<file path="src/rtl/cbl_pkg.sv">
// Shared types, constants and the cosine magnitude table builder
// for the cosine breathing level core. No dependencies.
`timescale 1ns / 1ps

package cbl_pkg;

    localparam int PHASE_BITS_DEFAULT = 10;

    localparam int ELAPSED_W = 16;
    localparam int PERIOD_W  = 20;
    localparam int ALPHA_W   = 8;
    localparam int LEVEL_W   = 8;
    localparam int MAG_W     = 8;
    localparam int CFG_IDX_W = 8;
    localparam int CFG_DATA_W = 20;

    localparam logic [PERIOD_W-1:0] PERIOD_RESET = PERIOD_W'(10000);
    localparam logic [ALPHA_W-1:0]  ALPHA_RESET  = ALPHA_W'(255);

    localparam logic [CFG_IDX_W-1:0] REG_PERIOD_MS  = CFG_IDX_W'(0);
    localparam logic [CFG_IDX_W-1:0] REG_PEAK_ALPHA = CFG_IDX_W'(1);

    typedef enum logic [2:0] {
        ST_IDLE,
        ST_CLAMP,
        ST_ADD,
        ST_WRAP,
        ST_DIV,
        ST_LOOKUP,
        ST_SCALE
    } state_t;

    localparam logic [63:0] Q30_ONE    = 64'd1 << 30;
    localparam logic [63:0] TWO_PI_Q30 = 64'd6746518852;
    localparam int TAYLOR_TERMS = 5;
    localparam int COS_DIVS [TAYLOR_TERMS] = '{90, 56, 30, 12, 2};
    localparam int SIN_DIVS [TAYLOR_TERMS] = '{110, 72, 42, 20, 6};

    // Magnitude of cos (or sin) of the folded angle, Q2.30 Horner series,
    // scaled down to 0..128. Entry index is {use_sin, r}.
    function automatic logic [MAG_W-1:0] mag_entry(input int pb, input int idx);
        logic [63:0] r;
        logic [63:0] a;
        logic [63:0] x2;
        logic [63:0] t;
        logic [63:0] val;
        logic [63:0] mag;
        logic        use_sin;
        int          i;
        r       = 64'(idx & ((1 << (pb - 2)) - 1));
        use_sin = ((idx >> (pb - 2)) & 1) != 0;
        a       = (r * TWO_PI_Q30) >> pb;
        x2      = (a * a) >> 30;
        t       = Q30_ONE;
        if (use_sin) begin
            for (i = 0; i < TAYLOR_TERMS; i++) begin
                t = Q30_ONE - (((x2 * t) >> 30) / 64'(SIN_DIVS[i]));
            end
            val = (a * t) >> 30;
        end else begin
            for (i = 0; i < TAYLOR_TERMS; i++) begin
                t = Q30_ONE - (((x2 * t) >> 30) / 64'(COS_DIVS[i]));
            end
            val = t;
        end
        mag = val >> 23;
        if (mag > 64'd128) begin
            mag = 64'd128;
        end
        return mag[MAG_W-1:0];
    endfunction

endpackage

</file>
<file path="src/rtl/cosine_breathing_level_core.sv">
// Cosine breathing level core: top level with sequencer, shared
// compare/subtract unit, restoring divider and cosine table ROM. Uses cbl_pkg.
`timescale 1ns / 1ps
// Each tick goes through the clamp, add and wrap steps, the bit-serial divider
// (PHASE_BITS + 20 steps on the shared compare/subtract unit), the ROM lookup and
// the scale step; the divider is skipped when period_ms is 0. A new tick is taken
// only once the last level is in the output register. Reset (aresetn low,
// synchronous): time in cycle 0, period_ms 10000, peak_alpha 255, sequencer idle,
// no result pending.

module cosine_breathing_level_core
    import cbl_pkg::*;
#(
    parameter int PHASE_BITS = PHASE_BITS_DEFAULT
) (
    input  logic                   aclk,
    input  logic                   aresetn,

    // tick stream; tdata: [15:0] elapsed_ms
    input  logic                   s_tvalid,
    output logic                   s_tready,
    input  logic [ELAPSED_W-1:0]   s_tdata,

    // level stream; tdata: [7:0] level
    output logic                   m_tvalid,
    input  logic                   m_tready,
    output logic [LEVEL_W-1:0]     m_tdata,

    // register writes: 0 period_ms, 1 peak_alpha
    input  logic                   cfg_valid,
    output logic                   cfg_ready,
    input  logic [CFG_IDX_W-1:0]   cfg_index,
    input  logic [CFG_DATA_W-1:0]  cfg_data
);

    // dividend is time << PHASE_BITS; one quotient bit per step
    localparam int DIV_W     = PERIOD_W + PHASE_BITS;
    localparam int CNT_W     = $clog2(DIV_W);
    localparam int R_W       = PHASE_BITS - 2;
    localparam int IDX_W     = PHASE_BITS - 1;
    localparam int TAB_DEPTH = 2 ** IDX_W;
    localparam int SUM_W     = PERIOD_W + 1;
    localparam int PROD_W    = ALPHA_W + MAG_W + 1;

    state_t state_reg, state_next;

    logic [PERIOD_W-1:0]  period_reg;
    logic [ALPHA_W-1:0]   alpha_reg;
    logic [PERIOD_W-1:0]  time_reg;
    logic [ELAPSED_W-1:0] elapsed_reg;
    logic [SUM_W-1:0]     sum_reg;
    logic [PERIOD_W-1:0]  rem_reg;
    logic [DIV_W-1:0]     quo_reg;
    logic [CNT_W-1:0]     cnt_reg;
    logic [MAG_W-1:0]     mag_reg;
    logic                 neg_reg;
    logic                 m_tvalid_reg;
    logic [LEVEL_W-1:0]   level_reg;

    // ------------------------------------------------------------------
    // Shared compare/subtract unit: a >= period and a - period.
    // Serves the elapsed clamp, the cycle wrap and every divider step.
    // ------------------------------------------------------------------
    logic [SUM_W-1:0] unit_a;
    logic [SUM_W:0]   unit_diff;
    logic             unit_ge;

    always_comb begin
        case (state_reg)
            ST_CLAMP: unit_a = SUM_W'(elapsed_reg);
            ST_WRAP:  unit_a = sum_reg;
            ST_DIV:   unit_a = {rem_reg, quo_reg[DIV_W-1]};
            default:  unit_a = '0;
        endcase
        unit_diff = {1'b0, unit_a} - {2'b00, period_reg};
        unit_ge   = ~unit_diff[SUM_W];
    end

    // wrapped time, taken in the wrap step
    logic [PERIOD_W-1:0] time_wrapped;
    assign time_wrapped = unit_ge ? unit_diff[PERIOD_W-1:0] : sum_reg[PERIOD_W-1:0];

    // ------------------------------------------------------------------
    // Phase folding: quadrant in the top two bits, mirror the remainder
    // past the eighth turn so the table only covers 0..pi/4.
    // ------------------------------------------------------------------
    logic [PHASE_BITS-1:0] phase;
    logic [1:0]            quad;
    logic [R_W-1:0]        r_raw;
    logic [R_W:0]          r_mirror;
    logic                  do_mirror;
    logic                  use_sin;
    logic [IDX_W-1:0]      rom_idx;
    logic                  cos_neg;

    always_comb begin
        phase     = quo_reg[PHASE_BITS-1:0];
        quad      = phase[PHASE_BITS-1 -: 2];
        r_raw     = phase[R_W-1:0];
        do_mirror = r_raw[R_W-1] && (r_raw[R_W-2:0] != '0);
        r_mirror  = {1'b1, {R_W{1'b0}}} - {1'b0, r_raw};
        use_sin   = quad[0] ^ do_mirror;
        rom_idx   = {use_sin, (do_mirror ? r_mirror[R_W-1:0] : r_raw)};
        cos_neg   = quad[1] ^ quad[0];
    end

    // cosine/sine magnitude ROM, built at elaboration
    logic [MAG_W-1:0] mag_rom [TAB_DEPTH];

    for (genvar g = 0; g < TAB_DEPTH; g++) begin : g_rom
        assign mag_rom[g] = mag_entry(PHASE_BITS, g);
    end

    // registered ROM read; result is used in the scale step
    always_ff @(posedge aclk) begin
        mag_reg <= mag_rom[rom_idx];
        neg_reg <= cos_neg;
    end

    // ------------------------------------------------------------------
    // Scale: peak_alpha * (128 -/+ mag) / 256
    // ------------------------------------------------------------------
    logic [MAG_W:0]    shifted;
    logic [PROD_W-1:0] prod;
    logic              out_free;

    always_comb begin
        shifted  = neg_reg ? (9'd128 + {1'b0, mag_reg}) : (9'd128 - {1'b0, mag_reg});
        prod     = PROD_W'(alpha_reg) * PROD_W'(shifted);
        out_free = !m_tvalid_reg || m_tready;
    end

    // ------------------------------------------------------------------
    // Sequencer
    // ------------------------------------------------------------------
    always_ff @(posedge aclk) begin
        if (!aresetn) begin
            state_reg <= ST_IDLE;
        end else begin
            state_reg <= state_next;
        end
    end

    always_comb begin
        state_next = state_reg;
        s_tready   = 1'b0;
        unique case (state_reg)
            ST_IDLE: begin
                s_tready = 1'b1;
                if (s_tvalid) begin
                    state_next = ST_CLAMP;
                end
            end
            ST_CLAMP: state_next = ST_ADD;
            ST_ADD:   state_next = ST_WRAP;
            ST_WRAP: begin
                // zero period: phase is zero, skip the divider
                state_next = (period_reg == '0) ? ST_LOOKUP : ST_DIV;
            end
            ST_DIV: begin
                if (cnt_reg == CNT_W'(DIV_W - 1)) begin
                    state_next = ST_LOOKUP;
                end
            end
            ST_LOOKUP: state_next = ST_SCALE;
            ST_SCALE: begin
                // hold until the output register is free
                if (out_free) begin
                    state_next = ST_IDLE;
                end
            end
            default: state_next = ST_IDLE;
        endcase
    end

    // ------------------------------------------------------------------
    // Datapath registers
    // ------------------------------------------------------------------
    always_ff @(posedge aclk) begin
        case (state_reg)
            ST_IDLE: begin
                elapsed_reg <= s_tdata;
            end
            ST_CLAMP: begin
                // elapsed >= period means period fits the elapsed width
                if (unit_ge) begin
                    elapsed_reg <= period_reg[ELAPSED_W-1:0];
                end
            end
            ST_ADD: begin
                sum_reg <= SUM_W'(time_reg) + SUM_W'(elapsed_reg);
            end
            ST_WRAP: begin
                rem_reg <= '0;
                cnt_reg <= '0;
                if (period_reg == '0) begin
                    quo_reg <= '0;
                end else begin
                    quo_reg <= {time_wrapped, {PHASE_BITS{1'b0}}};
                end
            end
            ST_DIV: begin
                // shift in one quotient bit, keep the partial remainder
                quo_reg <= {quo_reg[DIV_W-2:0], unit_ge};
                rem_reg <= unit_ge ? unit_diff[PERIOD_W-1:0] : unit_a[PERIOD_W-1:0];
                cnt_reg <= cnt_reg + CNT_W'(1);
            end
            default: begin
            end
        endcase
    end

    // time in cycle: the only state carried from tick to tick
    always_ff @(posedge aclk) begin
        if (!aresetn) begin
            time_reg <= '0;
        end else if (state_reg == ST_WRAP) begin
            time_reg <= time_wrapped;
        end
    end

    // ------------------------------------------------------------------
    // Configuration registers; writes are always taken
    // ------------------------------------------------------------------
    assign cfg_ready = 1'b1;

    always_ff @(posedge aclk) begin
        if (!aresetn) begin
            period_reg <= PERIOD_RESET;
            alpha_reg  <= ALPHA_RESET;
        end else if (cfg_valid) begin
            unique case (cfg_index)
                REG_PERIOD_MS:  period_reg <= cfg_data[PERIOD_W-1:0];
                REG_PEAK_ALPHA: alpha_reg  <= cfg_data[ALPHA_W-1:0];
                default: begin
                    // drop writes beyond the register list
                end
            endcase
        end
    end

    // ------------------------------------------------------------------
    // Output register
    // ------------------------------------------------------------------
    always_ff @(posedge aclk) begin
        if (!aresetn) begin
            m_tvalid_reg <= 1'b0;
        end else if (state_reg == ST_SCALE && out_free) begin
            m_tvalid_reg <= 1'b1;
        end else if (m_tready) begin
            m_tvalid_reg <= 1'b0;
        end
    end

    always_ff @(posedge aclk) begin
        if (state_reg == ST_SCALE && out_free) begin
            level_reg <= prod[15:8];
        end
    end

    assign m_tvalid = m_tvalid_reg;
    assign m_tdata  = level_reg;

endmodule

</file>
<file path="config.mk">
export PLATFORM = sky130hd
export DESIGN_NAME = cosine_breathing_level_core
export DESIGN_NICKNAME = d
export VERILOG_FILES = /design/src/rtl/cbl_pkg.sv /design/src/rtl/cosine_breathing_level_core.sv
export SDC_FILE = /design/constraint.sdc
export NUM_CORES = 1
export LEC_CHECK = 0
export BUFFER_PORTS_ARGS = -buffer_cell sky130_fd_sc_hd__clkbuf_2
export CORE_MARGIN = 1.5
export CORE_UTILIZATION = 30
export CTS_BUF_LIST = sky130_fd_sc_hd__clkbuf_8
export CTS_CLUSTER_DIAMETER = 40
export DETAILED_ROUTE_END_ITERATION = 6
export SYNTH_ARGS = -nofsm -noshare
export SYNTH_HDL_FRONTEND = slang
export SYNTH_SLANG_ARGS = --single-unit
</file>
<file path="constraint.sdc">
create_clock -name aclk -period 5.3 [get_ports aclk]
set_input_delay 1.06 -clock aclk [delete_from_list [all_inputs] [get_ports aclk]]
set_output_delay 1.06 -clock aclk [all_outputs]
set_load 0.03 [all_outputs]
</file>
======== Yosys cells after proc, flatten, opt, wreduce, memory -nomap -nowiden ========
Memory sizes are Yosys's and may differ from the RTL's. A register that Yosys moved wholly into a read port is not among the register bits.
Cells that the tools add are included.
storage, ports and cells
  bits of input ports ..................... 49
  flip-flop bits (word level) ............. 153
  memory bits (read-only) ................. 4,096
  output and inout bits ................... 11
  memories kept ........................... 1
  word-level logic and storage cells ...... 70
operators by class
  reductions and logical operators ........ 15
  eq/ne operators ......................... 12
  $add $sub $neg .......................... 6
  bitwise logic cells ..................... 4
  multiply operators ...................... 1
  mux-type cells .......................... 19
memory list
  name             words  width  read ports  clocked after Yosys merged registers in  write ports  line                                source
  (no name shown)  512    8      1           1                                        0            cosine_breathing_level_core.sv:116  mag_reg <= mag_rom[rom_idx];
operators by type and width
  operator                                             count
  one-hot mux 21 bit (3 select lines)                  1
  one-hot mux 30 bit (2 select lines)                  1
  two-way mux 20 bit                                   2
  one-hot mux 20 bit (2 select lines)                  1
  one-hot mux 16 bit (2 select lines)                  1
  two-way mux 30 bit                                   1
  subtractor 21 x 20 -> 22 bit                         1
  adder 20 x 16 -> 21 bit                              1
  one-hot mux 3 bit (7 select lines)                   1
  zero test 20 bit                                     1
  multiplier 8 x 9 -> 16 bit                           1
  two-way mux 16 bit                                   1
  inverter 9 -> 10 bit                                 1
  one-hot mux 5 bit (2 select lines)                   1
  adder 8 x 8 -> 9 bit, first input constant           1
  equality test 3 bit, second input constant           3
  two-way mux 3 bit                                    3
  two-way mux 9 bit                                    1
  subtractor 8 x 8 -> 9 bit, first input constant      1
  equality test 8 x 1 -> 1 bit, second input constant  1
  zero test 8 bit                                      1
  two-way mux 8 bit                                    1
  inequality test 2 bit, second input constant         4
  subtractor 1 x 8 -> 8 bit, first input constant      1
  15 further kinds                                     25

======== Depth between registers and ports, before layout ========
Gate-level depths: netlist of run 1.
  depth after elaboration ................. 6
  mapped depth ............................ 22

======== Least setup slack after synthesis of run 1 ========
Ideal clock, no wire load.
  path kind ............................... flip-flop to flip-flop
  start point ............................. reg mag_reg[0]
  end point ............................... reg level_reg[7] (netlist: m_tdata[7]) (data pin)
  library setup time ...................... 0.260 ns
  stages on the path, launching flop included .. 20
  arrival ................................. 5.073 ns
  setup slack ............................. -0.033 ns
  data required time ...................... 5.040 ns
  cell sequence ........................... dfxtp_1 -> clkbuf_1 -> inv_1 -> ha_1 -> mux2i_1 -> nor2b_1 -> fa_1 -> fa_1 -> inv_1 -> fa_1 -> fa_1 -> inv_1 -> ha_1 -> a2111oi_0 -> a221oi_1 -> o31ai_1 -> a21oi_1 -> a21o_1 -> a21oi_1 -> xnor2_1
on the way
  word-level cells in the longest chain between the ends .. 3
  elaborated cells between the ends (all ways) .. 4
  classes of those cells .................. 2 x add/sub; 1 x mul; 1 x mux
ends and longest elaborated chain
  element                                                                   line                                source
  from (decl)                                                               cosine_breathing_level_core.sv:55   logic [MAG_W-1:0] mag_reg;
  subtractor 8 x 8 -> 9 bit / adder 8 x 8 -> 9 bit (equally long branches)  cosine_breathing_level_core.sv:128  shifted = neg_reg ? (9'd128 + {1'b0, mag_reg}) : (9'd128 - {1'b0, mag_reg});
  two-way mux 9 bit *                                                       cosine_breathing_level_core.sv:128
  multiplier 8 x 9 -> 16 bit *                                              cosine_breathing_level_core.sv:129  prod = PROD_W'(alpha_reg) * PROD_W'(shifted);
  net prod[15]                                                              cosine_breathing_level_core.sv:124  logic [PROD_W-1:0] prod;
  to (signal assigned)                                                      cosine_breathing_level_core.sv:257  level_reg <= prod[15:8];
  to (decl)                                                                 cosine_breathing_level_core.sv:58   logic [LEVEL_W-1:0] level_reg;
The timed path passes the listed nets; every way through them passes the cells marked *.
A chain may end at the register's enable or synchronous reset.

======== Worst setup path in the final report of run 1 ========
Same ends and word-level chain as after synthesis.

==> impl_summary.md, run 1 <==
CTS
The total clock sinks is 161. The root buffer cell chosen for the clock tree is clkbuf_8. Clock latency on the worst-skew pair, taken at its later pin, is 0.49 ns.

The clock-pin slew of the registers on the worst-case setup and hold paths is 0.09 ns. The clock tree from TritonCTS is built. The number of buffers created by CTS is 17. No sink is reached through more buffers than the 2 on the longest clock path. The clock tree synthesis step divided the H-tree into 4 levels. The number of buffers added to fix hold violations after cts is 0.

Worst hold path
In this run the worst hold path is classified as reg2reg. The cell depth of the worst min-delay path is 2. The hold path startpoint is time_reg[13].

Timing
At the pin with the least slew margin, the transition time is 1.11 ns. The max-slew violation count is 0. Once routing completed, OpenROAD measured the worst setup slack at 0.261 ns. Of the available clock period, the critical path in the final layout requires 0.951.

The worst pin sits at a relative slew slack of 0.253. In the final timing run, aggregate negative setup slack is 0 ns. Setup repair after global routing left no endpoint under its margin.

The worst path needs 5.04 ns of the cycle, external delays included. The maximum operating frequency is 0.198 GHz. Setup violations remaining at the end of the flow were counted as 0. The worst clock skew on the final layout is 0.0226 ns. The final-report hold violation count is 0.

Place
After legalization and detailed placement, the total HPWL measured 25,200 um. The congestion estimate from routability-driven global placement came to 0.921. The total of buffers placed on input and output ports is 58. The pre-CTS setup slack is -0.0686 ns. The cell total after placement is 1,989.

Synthesis
Counting instances in the post-synthesis netlist gives the leading cell types as nand2_1 (133), inv_1 (102), edfxtp_1 (100). In the synthesized netlist the async set-or-reset flop fraction comes to 0. Synthesis handed over a netlist of 1,426 instances. Sorting the synthesized cells by area gives the leading types as edfxtp_1 (23%), dfxtp_1 (9.5%), ha_1 (8.5%). The flip-flop and latch count after synthesis is 161. The cell area after synthesis is 12,800 sq um. The number of distinct library cells after synthesis is 82. For this run, the leading register cell type out of synthesis is edfxtp_1. The share of Yosys cell area claimed by the top area cell type is 0.234. The number of synthesis warnings is 0. The biggest area contributor in the post-synthesis netlist is edfxtp_1. The share of the Yosys chip area taken by registers is 0.329. The count of flip-flops with a built-in enable after synthesis is 100. nand2_1 is the most common cell in the netlist. The average cell area after synthesis is 9.00 sq um. The net count of the mapped netlist is 1,604.

Global route
The met2 routing resource usage after global routing is 0.257. For met3 alone, demand over resource in global routing was 0.0247. The global router's overall resource usage is 0.158. The met1 layer usage reported by global route is 0.216. The first global-routing pass estimated 55,300 um of wire.

The number of global-route vias before repair came to 10,360. The pin count of the biggest net entering global routing is 59. The total congestion overflow is 0. The peak-usage layer in the global routing report is met2. The number of antenna violations at the first check in global routing is 0.

Cells and area
Of the cells placed in the final design, the portion with a size suffix greater than 1 is 0.127. The synthesis-to-layout area growth is 11.3%. The non-filler instance count after layout is 2,024. In the final design database the tool counted 1,650 nets.

The number of antenna cells inserted is 0. The flip-flop count of the largest register, all copies and words added is 30.

Die
From bottom edge to top edge, the die measures 210 um. The horizontal extent of the die is 210 um. After floorplanning, the core was divided into 75 placement rows. The floorplan step defined a die boundary enclosing 44,000 sq um. The initial cell density of the core is 0.305.

The total area inside the core boundary comes to 42,000 sq um. The top-level I/O count is 60.

Power and ir drop
The reported leakage power is 0.00560 uW. The worst-case IR drop observed on VDD is 447 uV. The power density relative to cell area is 408 nW/um^2.

Detailed routing
Dividing the detail-routed via count by the number of cells gives 5.31. In this run, the number of DRC markers left after iteration 0 of detailed routing was 822. For this run, design rule violations remaining after detail routing come to 0. The average routed wire per standard cell is 17.2 um. In this run the remaining antenna-violating nets after routing total 0.

The first detailed-routing pass took 6 iterations. The wire length reported by the detailed router is 34,700 um. The detailed router placed 10,746 vias in this run.

Setup path
The worst setup path startpoint is mag_reg[0]. The critical path required time is 5.53 ns. The worst setup path is launched from a flip-flop. The worst register-to-register path begins at mag_reg[0].

The capture point of the critical path is m_tdata[7]. The critical path is of the reg2reg type. At the worst endpoint, the arrival time is 5.27 ns. The length in cells of the worst reg-to-reg path is 22.

The worst register-to-register path ends at m_tdata[7]. The worst setup path is captured at a flip-flop. The maximum fanout count along the critical path is 8.

The setup check on the worst reg-to-reg path leaves a slack of 0.26 ns.

Run
Across the run, the number of max-cap violations was 0.

Run status
The run finished with clean final reports.
## where the power goes
part	switching, uW	internal (uW)	total (uW)	leakage (uW)
sequential	48.5	1560	1610	0.00142
clock	516	439	955	0.000206
combinational	1790	1480	3260	0.00397
## kinds of logic (layout without fill, tap and decap cells)
group / count (synthesis) / in the layout / share of synthesized area
simple gates: 448 / 448 / 0.175
mux: 71 / 71 / 0.0574
other cells: 1 / 1 / 0.000292
fa+ha+maj: 129 / 129 / 0.150
compound gates: 378 / 378 / 0.191
flops: 161 / 161 / 0.329
buf+inv: 180 / 239 / 0.0572
xor+xnor: 58 / 58 / 0.0396
## layout by cell type, fill, tap and decap left out, types with 6 or more instances in the layout
| cell type | Yosys | final |
|---|---|---|
| a211o_1 | 6 | 6 |
| a211oi_1 | 16 | 16 |
| a21o_1 | 16 | 16 |
| a21oi_1 | 92 | 91 |
| a221oi_1 | 7 | 6 |
| a31oi_1 | 9 | 9 |
| and2_1 | 28 | 28 |
| and3_1 | 9 | 9 |
| buf_4 | 2 | 45 |
| clkbuf_2 | 0 | 58 |
| clkbuf_8 | 0 | 18 |
| dfxtp_1 | 61 | 59 |
| edfxtp_1 | 100 | 100 |
| fa_1 | 42 | 41 |
| ha_1 | 87 | 87 |
| inv_1 | 102 | 104 |
| inv_6 | 0 | 6 |
| mux2_2 | 17 | 17 |
| mux2i_1 | 53 | 52 |
| nand2_1 | 133 | 132 |
| nand2b_1 | 27 | 27 |
| nand3_1 | 30 | 30 |
| nand4_1 | 6 | 6 |
| nor2_1 | 81 | 76 |
| nor2b_1 | 62 | 62 |
| nor3_1 | 32 | 32 |
| nor4_1 | 8 | 8 |
| o2111ai_1 | 8 | 8 |
| o211ai_1 | 22 | 22 |
| o21a_1 | 14 | 14 |
| o21ai_0 | 98 | 98 |
| o21ai_1 | 12 | 12 |
| o31ai_1 | 12 | 11 |
| or3_1 | 10 | 10 |
| xnor2_1 | 43 | 41 |
| xor2_1 | 15 | 15 |
## timing repair
item | in CTS | in global routing
buffers inserted | 0 | 3
setup endpoints to repair | 1 | 3
pin swaps | 2 | 2
endpoints found under the hold margin | 0 | 0
resized for setup | 8 | 6
## routing by layer
metal  part of all wire  wire length (um)  up-vias
met4              0.019               644        0
li1                   -                 -     5195
met5                  0                 0        -
met2               0.46             16100      341
met3              0.058              2020       44
met1               0.46             16000     5166
## cell type report
| cell class | instances | area (sq um) |
|---|---|---|
| clock inverters | 14 | 151 |
| clock buffers | 18 | 248 |
| inverters | 104 | 390 |
| well taps | 539 | 674 |
| repair buffers | 103 | 628 |
| multi-input cells | 1085 | 7970 |
| fillers | 4339 | 27800 |
| flip-flops and latches | 161 | 4230 |
## worst min path at each step
stage	endpoint	slack, ns
after CTS	time_reg[13]	0.52
after detailed placement	time_reg[13]	0.49
after global placement	time_reg[0]	0.48
final	time_reg[13]	0.52
after floorplan	neg_reg	0.45
after global routing	neg_reg	0.53
## metrics by stage
step | cell area (sq um) | utilization | hold slack [ns] | total power, uW
after floorplan | 12800 | - | 0.447 | 4080
after global placement | 13800 | 0.328 | 0.477 | 4700
after detailed placement | 13800 | 0.328 | 0.495 | 4780
after CTS | 14200 | 0.339 | 0.517 | 5790
after global routing | 14300 | 0.340 | 0.534 | 6380
final | 14300 | 0.340 | 0.517 | 5830
## critical path: stages, from the launching register on
cell and delay [ns]:
dfxtp_2 0.34, buf_4 0.16, nor3_1 0.13, nor2_1 0.07, xnor2_1 0.13, buf_4 0.16, nand2b_1 0.16, fa_1 0.52
fa_1 0.49, inv_1 0.05, fa_1 0.53, inv_1 0.05, fa_1 0.52, inv_1 0.04, ha_1 0.22, a2111oi_2 0.21
buf_4 0.17, a221oi_2 0.07, o31ai_2 0.22, a21oi_1 0.12, a21o_1 0.22, a21oi_2 0.15, xnor2_1 0.07
No activity file was read; power rests on OpenSTA's default activity.
==> inputs of run 2 (changes only) <==
Settings changed: CORE_UTILIZATION 30 to 46.
==> run 2 against run 1 <==
  * Largest cell class unchanged
  * Final area decreased by 0.80%
  * Via count decreased by 1.1%
  * Total power decreased by 0.50%
  * Largest power group unchanged
  * Cell count decreased by 8.0%
  * Hold slack got worse by 0.0031 ns
  * Die area decreased by 34%
  * Sequential share of layout area increased by 0.27 points
  * Critical path depth decreased by 2
  * Register-to-register slack about the same
  * Critical path type unchanged
  * Flip-flop and latch count unchanged
==> impl_summary.md, run 2 (synthesized netlist as in run 1, its figures left out) <==
CTS
The number of buffers created by CTS was 17 (unchanged). The number of buffers added to fix hold violations after cts was 0 (unchanged). The clock tree from TritonCTS is built (unchanged). The clock-pin slew of the registers on the worst-case setup and hold paths came to 0.11 ns (was 0.09 ns). The maximum buffer depth of the clock tree is 2 (unchanged).

The clock latency of the later-clocked register in the worst-skew pair is 0.48 ns (was 0.49 ns). The total clock sinks is 161 (unchanged). The number of H-tree levels is 4 (unchanged). The cell at the root of the clock tree is clkbuf_8 (unchanged).

Setup path
The minimum setup slack among reg-to-reg paths is 0.25 ns (was 0.26 ns). The worst setup path startpoint is mag_reg[0] (unchanged). The signal arrival time at the worst endpoint is 5.30 ns (was 5.27 ns). The largest incremental delay on the critical path is 0.55 ns (was 0.53 ns). The cell at the slowest stage of the critical path is fa_1 (unchanged).

The type of origin of the critical path is a flip-flop (unchanged). The maximum fanout count along the critical path is 4 (was 8). The critical register-to-register path endpoint is m_tdata[7] (unchanged).

Critical Path, Cell by Cell: inv_1 -> ha_1 -> nor2_2 -> xnor2_2 -> nor2b_1 -> fa_2 -> fa_1 -> inv_1 -> fa_1 -> fa_1 -> inv_1 -> ha_1 -> a2111oi_2 -> buf_4 -> a221oi_2 -> o31ai_1 -> a21oi_1 -> a21o_1 -> a21oi_2 -> xnor2_1 (was buf_4 -> nor3_1 -> nor2_1 -> xnor2_1 -> buf_4 -> nand2b_1 -> fa_1 -> fa_1 -> inv_1 -> fa_1 -> inv_1 -> fa_1 -> inv_1 -> ha_1 -> a2111oi_2 -> buf_4 -> a221oi_2 -> o31ai_2 -> a21oi_1 -> a21o_1 -> a21oi_2 -> xnor2_1). The startpoint of the worst register-to-register path is mag_reg[0] (unchanged). The critical path required time is 5.55 ns (was 5.53 ns). The class of the most critical setup path is reg2reg (unchanged). The capturing element type of the critical path is a flip-flop (unchanged). The length in cells of the worst reg-to-reg path came to 20 (was 22).

Global route
The number of global-route vias before repair is 10,228 (was 10,360). The total congestion overflow came to 0 (unchanged). The pin count of the biggest net entering global routing was 59 (unchanged). The global router's overall resource usage is 0.236 (was 0.158). The wire length of the first global-routing pass came to 53,800 um (was 55,300 um). The number of antenna violations at the first check in global routing is 0 (unchanged).

Place
The cell total after placement was 1,823 (was 1,989). The total of buffers placed on input and output ports is 58 (unchanged). The pre-CTS setup slack came to -0.0563 ns (was -0.0686 ns). The detailed placer's ending HPWL is 24,100 um (was 25,200 um). The global placement routability congestion came to 0.920 (was 0.921).

Detailed routing
The average routed wire per standard cell is 17.9 um (was 17.2 um). The overall via count from detail_route was 10,623 (was 10,746). The first-iteration detailed-routing DRC count is 834 (was 822). The mean number of vias per cell is 5.71 (was 5.31). The wire length reported by the detailed router came to 33,300 um (was 34,700 um). The total DRC errors in the routed layout came to 0 (unchanged). The total iterations of the first detailed-routing run came to 5 (was 6). The number of nets with antenna violations after detailed routing is 0 (unchanged).

Power and ir drop
The reported leakage power is 0.00564 uW (was 0.00560 uW). The peak supply drop is 433 uV (was 447 uV). The power density relative to cell area is 409 nW/um^2 (was 408 nW/um^2).

Timing
The maximum operating frequency came to 0.198 GHz (about the same). The tightest hold margin was 0.514 ns (was 0.517 ns). The normalized max-slew margin is 0.276 (was 0.253). The post-route minimum period is 5.05 ns (was 5.04 ns). The final-report hold violation count is 0 (unchanged). The final-layout setup total negative slack is 0 ns (unchanged). The max-slew violation count is 0 (unchanged).

The share of the cycle needed by the critical path after routing is 0.953 (was 0.951). The worst clock skew on the final layout is 0.0206 ns (was 0.0226 ns). The worst path setup slack after routing was 0.249 ns (was 0.261 ns). The worst-margin pin slew came to 1.08 ns (was 1.11 ns).

The total setup violations reported at the end of the flow came to 0 (unchanged).

Worst hold path
The endpoint with the worst hold slack is time_reg[0] (was time_reg[13]). The hold path startpoint is time_reg[0] (was time_reg[13]). The class of the worst hold path is reg2reg (unchanged). The cell depth of the worst min-delay path is 2 (unchanged).

Cells and area
The utilization after layout came to 0.522 (was 0.340). The layout net count came to 1,655 (was 1,650). The flip-flop count of the largest register, all copies and words added was 30 (unchanged). The combined area of the multi-input logic cells was 7990 sq um (was 7970 sq um). The final-layout fill cell count is 2,605 (was 4,339). Highest-count cells in the layout ignoring fill and taps: nand2_1 (132), inv_1 (102), edfxtp_1 (100) (was nand2_1 (132), inv_1 (104), edfxtp_1 (100)). The number of antenna cells inserted is 0 (unchanged). The most common cell after layout, fill and taps aside is nand2_1 (unchanged). The non-filler instance count after layout came to 1,862 (was 2,024). The synthesis-to-layout area growth is 10.4% (was 11.3%). The share of layout cells above drive strength 1 is 0.136 (was 0.127). The area occupied by registers came to 4230 sq um (about the same).

Run
The count of maximum capacitance violations is 0 (unchanged).

Run status
Result of the run: finished clean (unchanged).

Die
The die height was 170 um (was 210 um). The number of cell rows is 60 (was 75). The horizontal extent of the die is 170 um (was 210 um). The area of the core was 27,200 sq um (was 42,000 sq um).

The total die area is 28,900 sq um (was 44,000 sq um). The top-level I/O count is 60 (unchanged). The initial cell density of the core is 0.472 (was 0.305).
-- run 2: cell types whose count changed in the layout (fill, tap and decap cells not counted), sizes merged --
cell / change
bufinv: +1
buf: +5
clkinvlp: +1
clkbuf: -1
inv: -1
-- run 2: timing repair --
action,4_1_cts,5_1_grt
setup buffers,1,6
pin swaps,0,7
setup endpoints to repair,1,4
resized for setup,2,21
-- run 2: worst max path at each step --
stage	endpoint	slack, ns	cells past startpoint
2_1_floorplan	m_tdata[7]	0.02	19
3_3_place_gp	m_tdata[7]	0.02	19
3_5_place_dp	m_tdata[7]	-0.06	19
4_1_cts	m_tdata[7]	0.002	19
5_1_grt	m_tdata[7]	-0.03	21
6_report	m_tdata[7]	0.25	20
-- run 2: worst max-delay path, delay by kind of cell (launching register included) --
kind	cells	cell delay (ns)
adder cells (fa/ha/maj)	6	2.51
AO/OA/AOI/OAI	6	1.15
flip-flops	1	0.38
buffers and inverters	4	0.31
AND/OR/NAND/NOR	2	0.25
XOR/XNOR	2	0.23
-- run 2: area by class of cell --
cell class	count	share of cell area
Multi-Input combinational cell	1085	0.564
Sequential cell	161	0.299
Timing Repair Buffer	108	0.0470
Tap cell	372	0.0328
Inverter	104	0.0275
Clock buffer	17	0.0165
Clock inverter	15	0.0139
-- run 2: metrics by stage --
step                      instance area (sq um)  total power [uW]
after CTS                                 14000              5760
after detailed placement                  13600              4710
after floorplan                           12800              4080
after global routing                      14200              6380
final                                     14200              5800
after global placement                    13600              4660
-- run 2: power breakdown --
group	total [uW]	switching, uW	leakage, uW	internal [uW]
Sequential	1610	49.3	0.00142	1560
Clock	1010	529	0.000208	481
Combinational	3180	1730	0.00401	1450
Total	5800	2310	0.00564	3490
-- run 2: layer usage --
layer	global-route usage	routed length [um]	part of all wire	vias up
li1	-	-	-	5215
met5	0	0	0	-
met3	0.0253	1280	0.038	44
met2	0.405	16000	0.48	278
met1	0.313	15400	0.46	5086
met4	0.0723	661	0.020	0
